--- config.mk ---
export PLATFORM = sky130hd
export DESIGN_NAME = positional_list_store_unit_flat
export DESIGN_NICKNAME = d
export VERILOG_FILES = /design/src/design/pls_pkg.sv /design/src/design/pls_if.sv /design/src/design/pls_ram.sv /design/src/design/positional_list_store_unit.sv /design/src/flat_wrapper.sv
export VERILOG_INCLUDE_DIRS = /design/src /design/src/design
export SDC_FILE = /design/constraint.sdc
export NUM_CORES = 1
export LEC_CHECK = 0
export BUFFER_PORTS_ARGS = -buffer_cell sky130_fd_sc_hd__buf_2
export CAP_MARGIN = 20
export CORE_UTILIZATION = 40
export DETAILED_ROUTE_END_ITERATION = 10
export PLACE_DENSITY = 0.54
export SLEW_MARGIN = 0
export SYNTH_ARGS = -nofsm -noshare
export SYNTH_HDL_FRONTEND = slang
export SYNTH_HIERARCHICAL = 1
export SYNTH_SLANG_ARGS = --single-unit
--- constraint.sdc ---
create_clock -name i_clk -period 12.3 [get_ports i_clk]
set_input_delay 1.845 -clock i_clk [delete_from_list [all_inputs] [get_ports i_clk]]
set_output_delay 1.845 -clock i_clk [all_outputs]
set_load 0.01 [all_outputs]
--- src/design/positional_list_store_unit_macros.svh ---
`ifndef POSITIONAL_LIST_STORE_UNIT_MACROS_SVH
`define POSITIONAL_LIST_STORE_UNIT_MACROS_SVH

// Same-cycle implication, sampled on i_clk and held off while i_rst_n is low.
`define PLS_CHECK_NOW(lbl, ante, cons, msg) \
    lbl: assert property (@(posedge i_clk) disable iff (!i_rst_n) (ante) |-> (cons)) \
        else $error(msg);

// Next-cycle implication, sampled on i_clk and held off while i_rst_n is low.
`define PLS_CHECK_NEXT(lbl, ante, cons, msg) \
    lbl: assert property (@(posedge i_clk) disable iff (!i_rst_n) (ante) |=> (cons)) \
        else $error(msg);

`endif

--- src/design/pls_pkg.sv ---
`default_nettype none

package pls_pkg;

    // Field widths of the command and response beats.
    localparam int unsigned MODE_W = 2;
    localparam int unsigned POS_W  = 5;
    localparam int unsigned DATA_W = 32;
    localparam int unsigned ST_W   = 2;
    localparam int unsigned LEN_W  = 5;

    // Default number of entries the store holds.
    localparam int unsigned DEF_CAPACITY = 16;

    typedef logic [MODE_W-1:0]        t_mode;
    typedef logic [POS_W-1:0]         t_pos;
    typedef logic signed [DATA_W-1:0] t_data;
    typedef logic [ST_W-1:0]          t_status;
    typedef logic [LEN_W-1:0]         t_len;

    // Operation codes.
    localparam t_mode MODE_INSERT = 2'd0;
    localparam t_mode MODE_DELETE = 2'd1;
    localparam t_mode MODE_READ   = 2'd2;

    // Status codes.
    localparam t_status ST_DONE  = 2'd0;
    localparam t_status ST_RANGE = 2'd1;
    localparam t_status ST_FULL  = 2'd2;
    localparam t_status ST_EMPTY = 2'd3;

    // Sequencer states.
    typedef enum logic [2:0] {
        S_IDLE,
        S_EVAL,
        S_SHIFT,
        S_DRAIN,
        S_PUT,
        S_RWAIT,
        S_DONE
    } t_state;

endpackage

`default_nettype wire

--- src/design/pls_if.sv ---
`default_nettype none

// Command channel: one operation per beat.
interface pls_cmd_if;
    import pls_pkg::*;

    logic  valid;
    logic  ready;
    t_mode mode;
    t_pos  position;
    t_data value;

    modport source (output valid, output mode, output position, output value, input ready);
    modport sink   (input valid, input mode, input position, input value, output ready);
endinterface

// Response channel: one result per command.
interface pls_rsp_if;
    import pls_pkg::*;

    logic    valid;
    logic    ready;
    t_status status;
    t_data   read_value;
    t_len    length;

    modport source (output valid, output status, output read_value, output length, input ready);
    modport sink   (input valid, input status, input read_value, input length, output ready);
endinterface

`default_nettype wire

--- src/design/pls_ram.sv ---
`default_nettype none

module pls_ram #(
    parameter int unsigned DEPTH = pls_pkg::DEF_CAPACITY,
    parameter int unsigned DW    = pls_pkg::DATA_W,
    localparam int unsigned AW   = (DEPTH > 1) ? $clog2(DEPTH) : 1
) (
    input  wire logic          i_clk,
    input  wire logic          i_we,
    input  wire logic [AW-1:0] i_waddr,
    input  wire logic [DW-1:0] i_wdata,
    input  wire logic [AW-1:0] i_raddr,
    output logic      [DW-1:0] o_rdata
);

    logic [DW-1:0] r_mem [DEPTH];
    logic [DW-1:0] r_rdata;

    // One write port and one registered read port.
    always_ff @(posedge i_clk) begin
        if (i_we) begin
            r_mem[i_waddr] <= i_wdata;
        end
        r_rdata <= r_mem[i_raddr];
    end

    assign o_rdata = r_rdata;

endmodule

`default_nettype wire

--- src/design/positional_list_store_unit.sv ---
// Channel | Role | Beat contents
// --------+------+------------------------------------------
// i_cmd   | sink | mode, position, value
// o_rsp   | src  | status, read_value, length
//
// One command is taken at a time; i_cmd.ready is high only while the sequencer is idle.
// Insert runs S_EVAL, S_PUT, S_DONE at the end of the list, else S_EVAL, S_SHIFT,
// S_DRAIN, S_PUT, S_DONE; delete runs S_EVAL, S_DONE for the last entry, else S_EVAL,
// S_SHIFT, S_DRAIN, S_DONE; read S_EVAL, S_RWAIT, S_DONE; a rejected one S_EVAL, S_DONE.
// The walk moves one entry per cycle through the single write and registered read port.
// Reset is synchronous and clears the entry count; entry contents are not cleared.
// A finished result waits in the response register; a new command may be taken meanwhile.
`default_nettype none
`include "positional_list_store_unit_macros.svh"

module positional_list_store_unit #(
    parameter int unsigned CAPACITY = pls_pkg::DEF_CAPACITY
) (
    input  wire logic i_clk,
    input  wire logic i_rst_n,
    pls_cmd_if.sink   i_cmd,
    pls_rsp_if.source o_rsp
);
    import pls_pkg::*;

    localparam int unsigned AW = (CAPACITY > 1) ? $clog2(CAPACITY) : 1;
    localparam int unsigned OW = $clog2(CAPACITY + 1);
    localparam int unsigned CW = (OW > POS_W) ? OW : POS_W;

    t_state r_state, n_state;

    // Latched command.
    t_mode r_mode, n_mode;
    t_pos  r_pos,  n_pos;
    t_data r_val,  n_val;

    // Store bookkeeping and walk pointers.
    logic [OW-1:0] r_occ, n_occ;
    logic [AW-1:0] r_hole, n_hole;
    logic [AW-1:0] r_limit, n_limit;
    logic [AW-1:0] r_wr, n_wr;
    logic          r_pend, n_pend;

    // Result being built and the response register.
    t_status r_st, n_st;
    t_data   r_rd, n_rd;
    logic    r_out_valid, n_out_valid;
    t_status r_out_st, n_out_st;
    t_data   r_out_rd, n_out_rd;
    t_len    r_out_len, n_out_len;

    // RAM port.
    logic              ram_we;
    logic [AW-1:0]     ram_waddr;
    logic [DATA_W-1:0] ram_wdata;
    logic [AW-1:0]     ram_raddr;
    logic [DATA_W-1:0] ram_rdata;

    logic [CW-1:0] pos_x, occ_x, occ_m1;
    logic          full, empty, out_free;
    logic [AW-1:0] src;
    t_status       ev_st;

    pls_ram #(
        .DEPTH (CAPACITY),
        .DW    (DATA_W)
    ) u_ram (
        .i_clk   (i_clk),
        .i_we    (ram_we),
        .i_waddr (ram_waddr),
        .i_wdata (ram_wdata),
        .i_raddr (ram_raddr),
        .o_rdata (ram_rdata)
    );

    // Range checks on the latched command.
    assign pos_x    = CW'(r_pos);
    assign occ_x    = CW'(r_occ);
    assign occ_m1   = occ_x - CW'(1);
    assign full     = (r_occ == OW'(CAPACITY));
    assign empty    = (r_occ == '0);
    assign out_free = !r_out_valid || o_rsp.ready;

    // Shared step unit: one below the hole for insert, one above for delete.
    assign src = r_hole + ((r_mode == MODE_DELETE) ? AW'(1) : {AW{1'b1}});

    // Status decision for the latched command.
    always_comb begin
        ev_st = ST_DONE;
        unique case (r_mode) inside
            MODE_INSERT: begin
                if (full) begin
                    ev_st = ST_FULL;
                end else if (pos_x > occ_x) begin
                    ev_st = ST_RANGE;
                end
            end
            MODE_DELETE, MODE_READ: begin
                if (empty) begin
                    ev_st = ST_EMPTY;
                end else if (pos_x >= occ_x) begin
                    ev_st = ST_RANGE;
                end
            end
            default: begin
                ev_st = ST_RANGE;
            end
        endcase
    end

    // Next state.
    always_comb begin
        n_state = r_state;
        unique case (r_state)
            S_IDLE: begin
                if (i_cmd.valid) begin
                    n_state = S_EVAL;
                end
            end
            S_EVAL: begin
                if (ev_st != ST_DONE) begin
                    n_state = S_DONE;
                end else if (r_mode == MODE_INSERT) begin
                    n_state = (pos_x == occ_x) ? S_PUT : S_SHIFT;
                end else if (r_mode == MODE_DELETE) begin
                    n_state = (pos_x == occ_m1) ? S_DONE : S_SHIFT;
                end else begin
                    n_state = S_RWAIT;
                end
            end
            S_SHIFT: begin
                if (src == r_limit) begin
                    n_state = S_DRAIN;
                end
            end
            S_DRAIN: begin
                n_state = (r_mode == MODE_INSERT) ? S_PUT : S_DONE;
            end
            S_PUT: begin
                n_state = S_DONE;
            end
            S_RWAIT: begin
                n_state = S_DONE;
            end
            S_DONE: begin
                if (out_free) begin
                    n_state = S_IDLE;
                end
            end
            default: begin
                n_state = S_IDLE;
            end
        endcase
    end

    // Datapath, RAM control and response register loads.
    always_comb begin
        n_mode      = r_mode;
        n_pos       = r_pos;
        n_val       = r_val;
        n_occ       = r_occ;
        n_hole      = r_hole;
        n_limit     = r_limit;
        n_wr        = r_wr;
        n_pend      = r_pend;
        n_st        = r_st;
        n_rd        = r_rd;
        n_out_valid = r_out_valid && !o_rsp.ready;
        n_out_st    = r_out_st;
        n_out_rd    = r_out_rd;
        n_out_len   = r_out_len;
        ram_we      = 1'b0;
        ram_waddr   = r_wr;
        ram_wdata   = ram_rdata;
        ram_raddr   = src;

        unique case (r_state)
            S_IDLE: begin
                if (i_cmd.valid) begin
                    n_mode = i_cmd.mode;
                    n_pos  = i_cmd.position;
                    n_val  = i_cmd.value;
                end
            end
            S_EVAL: begin
                n_st   = ev_st;
                n_rd   = '0;
                n_pend = 1'b0;
                if (r_mode == MODE_INSERT) begin
                    n_hole  = occ_x[AW-1:0];
                    n_limit = pos_x[AW-1:0];
                end else begin
                    n_hole  = pos_x[AW-1:0];
                    n_limit = occ_m1[AW-1:0];
                end
                // Read the entry for a read command.
                ram_raddr = pos_x[AW-1:0];
                // Deleting the last entry needs no walk.
                if ((ev_st == ST_DONE) && (r_mode == MODE_DELETE) && (pos_x == occ_m1)) begin
                    n_occ = r_occ - OW'(1);
                end
            end
            S_SHIFT: begin
                // Read the next source and write the one fetched last cycle.
                n_pend = 1'b1;
                n_wr   = r_hole;
                n_hole = src;
                ram_we = r_pend;
            end
            S_DRAIN: begin
                ram_we = 1'b1;
                if (r_mode == MODE_DELETE) begin
                    n_occ = r_occ - OW'(1);
                end
            end
            S_PUT: begin
                ram_we    = 1'b1;
                ram_waddr = r_hole;
                ram_wdata = r_val;
                n_occ     = r_occ + OW'(1);
            end
            S_RWAIT: begin
                n_rd = ram_rdata;
            end
            S_DONE: begin
                if (out_free) begin
                    n_out_valid = 1'b1;
                    n_out_st    = r_st;
                    n_out_rd    = r_rd;
                    n_out_len   = occ_x[LEN_W-1:0];
                end
            end
            default: begin
            end
        endcase
    end

    // Control registers.
    always_ff @(posedge i_clk) begin
        if (!i_rst_n) begin
            r_state     <= S_IDLE;
            r_occ       <= '0;
            r_pend      <= 1'b0;
            r_out_valid <= 1'b0;
        end else begin
            r_state     <= n_state;
            r_occ       <= n_occ;
            r_pend      <= n_pend;
            r_out_valid <= n_out_valid;
        end
    end

    // Payload registers.
    always_ff @(posedge i_clk) begin
        r_mode    <= n_mode;
        r_pos     <= n_pos;
        r_val     <= n_val;
        r_hole    <= n_hole;
        r_limit   <= n_limit;
        r_wr      <= n_wr;
        r_st      <= n_st;
        r_rd      <= n_rd;
        r_out_st  <= n_out_st;
        r_out_rd  <= n_out_rd;
        r_out_len <= n_out_len;
    end

    assign i_cmd.ready      = (r_state == S_IDLE);
    assign o_rsp.valid      = r_out_valid;
    assign o_rsp.status     = r_out_st;
    assign o_rsp.read_value = r_out_rd;
    assign o_rsp.length     = r_out_len;

    // Checks on the sequencer and the store.
    `PLS_CHECK_NOW(a_occ_bound, 1'b1, r_occ <= OW'(CAPACITY), "entry count above capacity")
    `PLS_CHECK_NEXT(a_shift_keeps_occ, r_state == S_SHIFT, r_occ == $past(r_occ), "count moved during walk")
    `PLS_CHECK_NOW(a_full_status, (r_state == S_DONE) && (r_st == ST_FULL), full, "full status with room left")
    `PLS_CHECK_NOW(a_read_zero, o_rsp.valid && (o_rsp.status != ST_DONE), o_rsp.read_value == '0, "failed command returned data")

endmodule

`default_nettype wire

--- src/flat_wrapper.sv ---
// flat-port wrapper written by rule: the top's interface ports become plain ports
module positional_list_store_unit_flat import pls_pkg::*;
#(
    parameter int unsigned CAPACITY = pls_pkg::DEF_CAPACITY
)
  (i_clk, i_rst_n, i_cmd_valid, i_cmd_mode, i_cmd_position, i_cmd_value, i_cmd_ready, o_rsp_valid, o_rsp_status, o_rsp_read_value, o_rsp_length, o_rsp_ready);
  pls_cmd_if i_cmd_i ();
  pls_rsp_if o_rsp_i ();
  input  wire logic i_clk;
  input  wire logic i_rst_n;
  input wire logic [$bits(i_cmd_i.valid)-1:0] i_cmd_valid;
  input wire logic [$bits(i_cmd_i.mode)-1:0] i_cmd_mode;
  input wire logic [$bits(i_cmd_i.position)-1:0] i_cmd_position;
  input wire logic [$bits(i_cmd_i.value)-1:0] i_cmd_value;
  output wire logic [$bits(i_cmd_i.ready)-1:0] i_cmd_ready;
  output wire logic [$bits(o_rsp_i.valid)-1:0] o_rsp_valid;
  output wire logic [$bits(o_rsp_i.status)-1:0] o_rsp_status;
  output wire logic [$bits(o_rsp_i.read_value)-1:0] o_rsp_read_value;
  output wire logic [$bits(o_rsp_i.length)-1:0] o_rsp_length;
  input wire logic [$bits(o_rsp_i.ready)-1:0] o_rsp_ready;
  assign i_cmd_i.valid = i_cmd_valid;
  assign i_cmd_i.mode = i_cmd_mode;
  assign i_cmd_i.position = i_cmd_position;
  assign i_cmd_i.value = i_cmd_value;
  assign i_cmd_ready = i_cmd_i.ready;
  assign o_rsp_valid = o_rsp_i.valid;
  assign o_rsp_status = o_rsp_i.status;
  assign o_rsp_read_value = o_rsp_i.read_value;
  assign o_rsp_length = o_rsp_i.length;
  assign o_rsp_i.ready = o_rsp_ready;
  positional_list_store_unit #(.CAPACITY(CAPACITY)) u_core (.i_clk(i_clk), .i_rst_n(i_rst_n), .i_cmd(i_cmd_i), .o_rsp(o_rsp_i));
endmodule
**After elaboration in Yosys (flattened, before gate mapping)**

Memories as Yosys holds them, arrays and structs flattened. A register that Yosys moved wholly into a read port is not among the register bits.
Cells that the tools add are included.

- Bits in registers: 134
- Latch bits: 0
- RAM bits: 512
- ROM bits: 0
- Bits of input ports: 43
- Output and inout bits: 41
- Memories: 1

Memories:

| name | depth | bits a word | read ports | clocked after memory_dff | wr ports | RTL line | RTL |
|---|---|---|---|---|---|---|---|
| u_core.u_ram.r_mem | 16 | 32 | 1 | 1 | 1 | pls_ram.sv:16 | `logic [DW-1:0] r_mem [DEPTH];` |

- Add/sub/neg operators: 3
- $mul: 0
- Div/mod/pow operators: 0
- $lt $le $gt $ge: 2
- Eq/ne operators: 17
- Shift operators: 0
- Mux-type cells: 32
- Bitwise gates (word level): 0
- Reductions and logical operators: 21

Operators by type and width:

| operator | number |
|---|---|
| one-hot mux 32 bit (2 select lines) | 1 |
| two-way mux 32 bit | 1 |
| two-way mux 3 bit | 8 |
| two-way mux 4 bit | 5 |
| one-hot mux 3 bit (6 select lines) | 1 |
| one-hot mux 5 bit (3 select lines) | 1 |
| equality test 5 bit | 2 |
| two-way mux 5 bit | 2 |
| equality test 3 bit (second input constant) | 3 |
| != test 2 x 1 -> 1 bit (second input constant) | 4 |
| one-hot mux 4 bit (2 select lines) | 1 |
| equality test 3 x 2 -> 1 bit (second input constant) | 2 |
| two-way mux 1 bit | 6 |
| two-way mux 2 bit | 3 |
| AND reduction 3 bit | 2 |
| nonzero test 2 bit | 3 |
| OR reduction 2 bit | 3 |
| adder 5 x 1 -> 5 bit (second input constant) | 1 |
| equality test 5 bit (second input constant) | 1 |
| greater-or-equal comparator 5 bit | 1 |
| greater-than comparator 5 bit | 1 |
| logical NOT 5 bit | 1 |
| subtractor 5 x 1 -> 5 bit (second input constant) | 1 |
| adder 4 bit | 1 |
| 14 further kinds | 20 |

**Longest topological paths before layout**

- Depth after elaboration: 9
- Gate-level depth with buffers: 14
- Gate-level depth less buffers: 11

**Modules after synthesis**

The synthesis kept the hierarchy.

Modules (own cells, without submodules):

| module | instances | cells each | area an instance (µm²) | seq. area each (µm²) |
|---|---|---|---|---|
| pls_ram | 1 | 838 | 19,835.3 | 16,015.4 |
| positional_list_store_unit | 1 | 388 | 5,804.3 | 3,923.8 |

**Worst setup path before layout**

Ideal clock, no wire load.

- Path type: reg2reg
- Start: reg u_core.r_state[2]
- End: mem u_core/u_ram/r_mem[0][0] (netlist name) (enable)
- Setup time: 0.461 ns
- Arrival time: 4.310 ns
- Data required time: 11.839 ns
- Path slack: 7.529 ns
- Cell stages (with the launch flop): 8
- Buffers on the path: 3
- Clock period less this slack: 4.771 ns
- Cells stage by stage: dfxtp_1 -> clkbuf_1 -> and3_1 -> buf_6 -> clkbuf_1 -> mux2_2 -> or3b_2 -> nor3_1

- Elaborated cells on any way between the ends: 8
- Classes of those cells: eq/ne (3); mux (4); reduce/logical (1)

RTL lines:

| item | RTL line | RTL |
|---|---|---|
| from (decl) | positional_list_store_unit.sv:30 | `t_state r_state, n_state;` |
| from (signal assigned) | positional_list_store_unit.sv:246 | `r_state <= n_state;` |
| equality test 3 bit | positional_list_store_unit.sv:177 | `unique case (r_state)` |
| two-way mux 4 bit | positional_list_store_unit.sv:177 |  |
| named net u_core.ram_waddr[3] | positional_list_store_unit.sv:54 | `logic [AW-1:0] ram_waddr;` |
| to (decl) | pls_ram.sv:16 |  |

The timed path passes the listed nets, and every way through them passes these cells.

**Final worst setup path**

- Start: reg u_core.r_state[2]
- End: reg u_core.u_ram.r_rdata[5] (netlist: u_core/u_ram/o_rdata[5]), read port of u_core.u_ram.r_mem

- Longest elaborated chain between the ends: 2

RTL lines:

| item | RTL line | RTL |
|---|---|---|
| equality test 3 x 1 -> 1 bit | positional_list_store_unit.sv:177 |  |
| two-way mux 4 bit | positional_list_store_unit.sv:177 |  |
| named net u_core.ram_raddr[0] | positional_list_store_unit.sv:56 | `logic [AW-1:0] ram_raddr;` |
| to (decl) | pls_ram.sv:17 | `logic [DW-1:0] r_rdata;` |

The timed path passes the listed nets, and every way through them passes these cells.
A chain may end at the register's enable or synchronous reset.

==> reports/qor.yml <==
pwr:
  reported_leakage_power_nw: 9.74
  relative_contribution_of_the_clock_network_to_total_power_pct: 24.9
  p_per_area_nw_per_um2: 280
  power.switching_fraction_pct: 32.9
  internal_power_mw: 5.56
  combinationalPowerShare_pct: 35.7
  seq_power_share_pct: 39.3
  max-vdd-ir-drop_uv: 195
  power.switching_mw: 2.73
floorplan:
  fp.dieArea_um2: 65100
  rows: 92
  die_width_um: 255
  start_util_pct: 40.6
  placeableCoreArea_um2: 63200
  boundaryPins: 84
  die_height_um: 255
clocking:
  tritoncts: "done"
  clk_pin_slew_ps: 60
  clock-sinks: 678
  postCtsSetupBuffers: 0
  hold_buffer_count_at_cts: 0
  root_buf_cell: "sky130_fd_sc_hd__clkbuf_16"
  post_cts_resized: 0
  clk_latency_worst_skew_pair_ps: 600
  htreeDepth: 3
  cts_made_buffers: 70
  cts_max_path_buffers: 3
route:
  drtAntennaViolNets: 0
  detailroute.via_count: 12100
  detailedRoute.firstPassIterationCount: 5
  wl_um: 54600
  detailroute.wirelength.met3_um: 2450
  drcViolationCount: 0
  vias_per_cell: 5.38
  detailedRoute.firstIterationViolations: 918
  met2_wirelength_um: 26800
  post_detailed_route_wirelength_per_cell_um: 24.3
  routedLengthMet1_um: 24300
  top_layer: "met4"
worst_setup_path:
  crit_chain: "or3_1 > clkinv_2 > a21oi_4 > buf_4 > buf_4 > mux4_2 > a22oi_1 > nand2_1"
  reg2reg_slack_ps: 7810
  worstSetupEndpointType: "register"
  slowest_stage: "sky130_fd_sc_hd__dfxtp_2"
  top_fanout_value_on_the_critical_path: 47
  timing.critical_path.mode_cell: "sky130_fd_sc_hd__buf_4"
  start_kind: "register"
  path_buf_inv: 3
  crit_arrival_ps: 4960
  worst-endpoint-required_ps: 12770
  crit_type: "reg2reg"
  crit_family: "buffers and inverters"
  cpPeakStageDelay_ps: 980
grt:
  overflow: 0
  initial_antenna_violation_count: 0
  via_count_of_the_first_global_routing_pass: 12500
  first_pass_grt_wire_length_um: 81600
  globalRouteTotalUtil_pct: 17.4
  grt_max_degree: 65
timing:
  hold_slack_ps: 417
  final.min_clock_period_ps: 4490
  grt_setup_unrepaired: "no"
  timing_hold_violations_final: 0
  final-setup-viol-count: 0
  layout_worst_path_cycle_share_pct: 36.5
  fmaxAchievable_mhz: 223
  worstMarginPinSlew_ps: 997
  worst_slew_margin_rel_pct: 33.5
  timing.final.max_slew_violations: 0
  timing.clock.skew_ps: 14.3
  tns_ps: 0
synth:
  postSynthCellCount: 1226
  synthFlopType: "sky130_fd_sc_hd__edfxtp_1"
  yosys.cell_types.count: 54
  mappedNetlistArea_um2: 25600
  synth_net_count: 1283
  ys.warnings.count: 6
  synth_edf_count: 636
  synth_sequential_area_ratio_pct: 77.8
  post_synth.cell_area_avg_um2: 20.9
  fraction_of_registers_with_async_set_or_reset_after_synthesis_pct: 0
  yosys_register_bits: 678
place:
  detailed_placement_hpwl_um: 31200
  dp.cells: 2123
  gp_congestion: 0.787
  io_buf_count: 83
finish:
  final_layout_size_suffix_gt1_share_pct: 29.6
  area_used_by_multi_input_combinational_logic_um2: 5490
  ff_latch_area_um2: 19900
  syn2layout_area_growth_pct: 15.3
  fillers: 5210
  antennaDiodeCount: 0
  num-nets-final: 1407
  instances_no_fill: 2252
hold_path:
  worstHoldPathType: "reg2reg"
run:
  max_cap_viol_count: 0
run_status:
  status: "finished clean"
layout make-up:
class	instances	share of cell area [%]
clock inverters	22	0.778
flip-flops and latches	678	67.4
multi-input cells	468	18.6
inverters	16	0.216
repair buffers	116	2.59
clock buffers	106	6.84
well taps	846	3.58
worst register-to-register path: stages, from the launching register on:
cell and delay, ps:
sky130_fd_sc_hd__dfxtp_2 980, sky130_fd_sc_hd__or3_1 420, sky130_fd_sc_hd__clkinv_2 270, sky130_fd_sc_hd__a21oi_4 300
sky130_fd_sc_hd__buf_4 590, sky130_fd_sc_hd__buf_4 810, sky130_fd_sc_hd__mux4_2 620, sky130_fd_sc_hd__a22oi_1 300
sky130_fd_sc_hd__nand2_1 80
state kept, by name, indices dropped and copies added (netlist names), 2 cells and up:
register and count:
u_core/r_state 3, u_core/u_ram/o_rdata 32, u_core/u_ram/r_mem 512, u_core/o_rsp.status 2
u_core/occ_x 5, u_core/r_st 2, u_core/r_val 32, u_core/r_hole 4
u_core/o_rsp.length 5, u_core/o_rsp.read_value 32, u_core/r_limit 4, u_core/r_mode 2
u_core/pos_x 5, u_core/r_rd 32, u_core/r_wr 4
logic make-up after synthesis:
logic type | Yosys count | share of synthesized area (%)
simple gates | 157 | 3.25
xor+xnor | 15 | 0.678
compound gates | 109 | 2.95
mux | 173 | 13.2
fa+ha+maj | 14 | 0.712
flops | 678 | 77.8
buf+inv | 80 | 1.46
cells in the final DEF (no fill, tap or decap), types with 3 or more instances in the layout:
cell type / count
sky130_fd_sc_hd__a211oi_1: 4
sky130_fd_sc_hd__a21oi_1: 15
sky130_fd_sc_hd__a22oi_1: 64
sky130_fd_sc_hd__and3_1: 35
sky130_fd_sc_hd__and3_2: 3
sky130_fd_sc_hd__buf_12: 5
sky130_fd_sc_hd__buf_2: 83
sky130_fd_sc_hd__buf_4: 26
sky130_fd_sc_hd__bufinv_16: 4
sky130_fd_sc_hd__clkbuf_1: 27
sky130_fd_sc_hd__clkbuf_16: 74
sky130_fd_sc_hd__clkbuf_8: 5
sky130_fd_sc_hd__clkinv_1: 4
sky130_fd_sc_hd__clkinv_2: 10
sky130_fd_sc_hd__dfxtp_1: 41
sky130_fd_sc_hd__edfxtp_1: 636
sky130_fd_sc_hd__ha_1: 13
sky130_fd_sc_hd__inv_1: 14
sky130_fd_sc_hd__mux2_2: 38
sky130_fd_sc_hd__mux2i_1: 7
sky130_fd_sc_hd__mux4_2: 128
sky130_fd_sc_hd__nand2_1: 51
sky130_fd_sc_hd__nand2b_1: 4
sky130_fd_sc_hd__nand3_1: 3
sky130_fd_sc_hd__nand3b_1: 3
sky130_fd_sc_hd__nor2_1: 11
sky130_fd_sc_hd__nor2_4: 14
sky130_fd_sc_hd__nor2b_1: 5
sky130_fd_sc_hd__nor3_1: 6
sky130_fd_sc_hd__nor3_2: 5
sky130_fd_sc_hd__o21ai_0: 12
sky130_fd_sc_hd__xnor2_1: 7
sky130_fd_sc_hd__xor2_1: 5
synthesized netlist by cell type (all sizes together), types with 2 or more instances:
master | number | area, um2
a211oi | 4 | 30.0
a21o | 2 | 15.0
a21oi | 17 | 85.1
a22oi | 64 | 480
and2 | 2 | 12.5
and3 | 38 | 239
buf | 32 | 190
clkbuf | 32 | 120
dfxtp | 42 | 841
edfxtp | 636 | 19100
ha | 13 | 163
inv | 15 | 58.8
mux2 | 38 | 428
mux2i | 7 | 70.1
mux4 | 128 | 2880
nand2 | 52 | 198
nand2b | 4 | 25.0
nand3 | 3 | 15.0
nand3b | 3 | 22.5
nand4 | 2 | 27.5
nor2 | 25 | 93.8
nor2b | 7 | 43.8
nor3 | 11 | 60.1
nor3b | 2 | 15.0
nor4b | 2 | 17.5
o21ai | 12 | 60.1
o31ai | 2 | 15.0
or3 | 2 | 17.5
or4 | 2 | 15.0
xnor2 | 7 | 61.3
xnor3 | 2 | 45.0
xor2 | 5 | 43.8
layer usage:
| layer | up-vias | GRT usage [%] |
|---|---|---|
| met5 | - | 0 |
| met4 | 0 | 5.44 |
| met3 | 66 | 2.64 |
| met2 | 307 | 28.5 |
| met1 | 6452 | 23.9 |
| li1 | 5288 | - |
stage by stage:
step	setup WS [ps]	util, %	instance area (um2)	total power, mW
2_1_floorplan	7530	-	25600	5.34
3_3_place_gp	7070	43.0	27200	6.20
3_5_place_dp	6970	43.2	27300	6.32
4_1_cts	6940	46.8	29600	8.41
5_1_grt	7450	46.8	29600	8.73
6_report	7810	46.8	29600	8.29
path summary, 6_finish.rpt:
path	startpoint	to	cells past startpoint
worst min-delay path	u_core/r_rd[0]	u_core/o_rsp.read_value[0]	0
worst max-delay path	u_core/r_state[2]	u_core/u_ram/o_rdata[5]	8
worst min register to register	u_core/r_rd[0]	u_core/o_rsp.read_value[0]	0
worst max register to register	u_core/r_state[2]	u_core/u_ram/o_rdata[5]	8
power groups by stage:
stage	logic [mW]	clock network, mW	registers [mW]
after floorplan	2.10	0	3.23
after global placement	2.90	0	3.31
after detailed placement	3.01	0	3.31
after CTS	3.02	2.13	3.26
after global routing	3.23	2.21	3.29
final	2.96	2.07	3.26
Power figures use the tool's default switching activity.
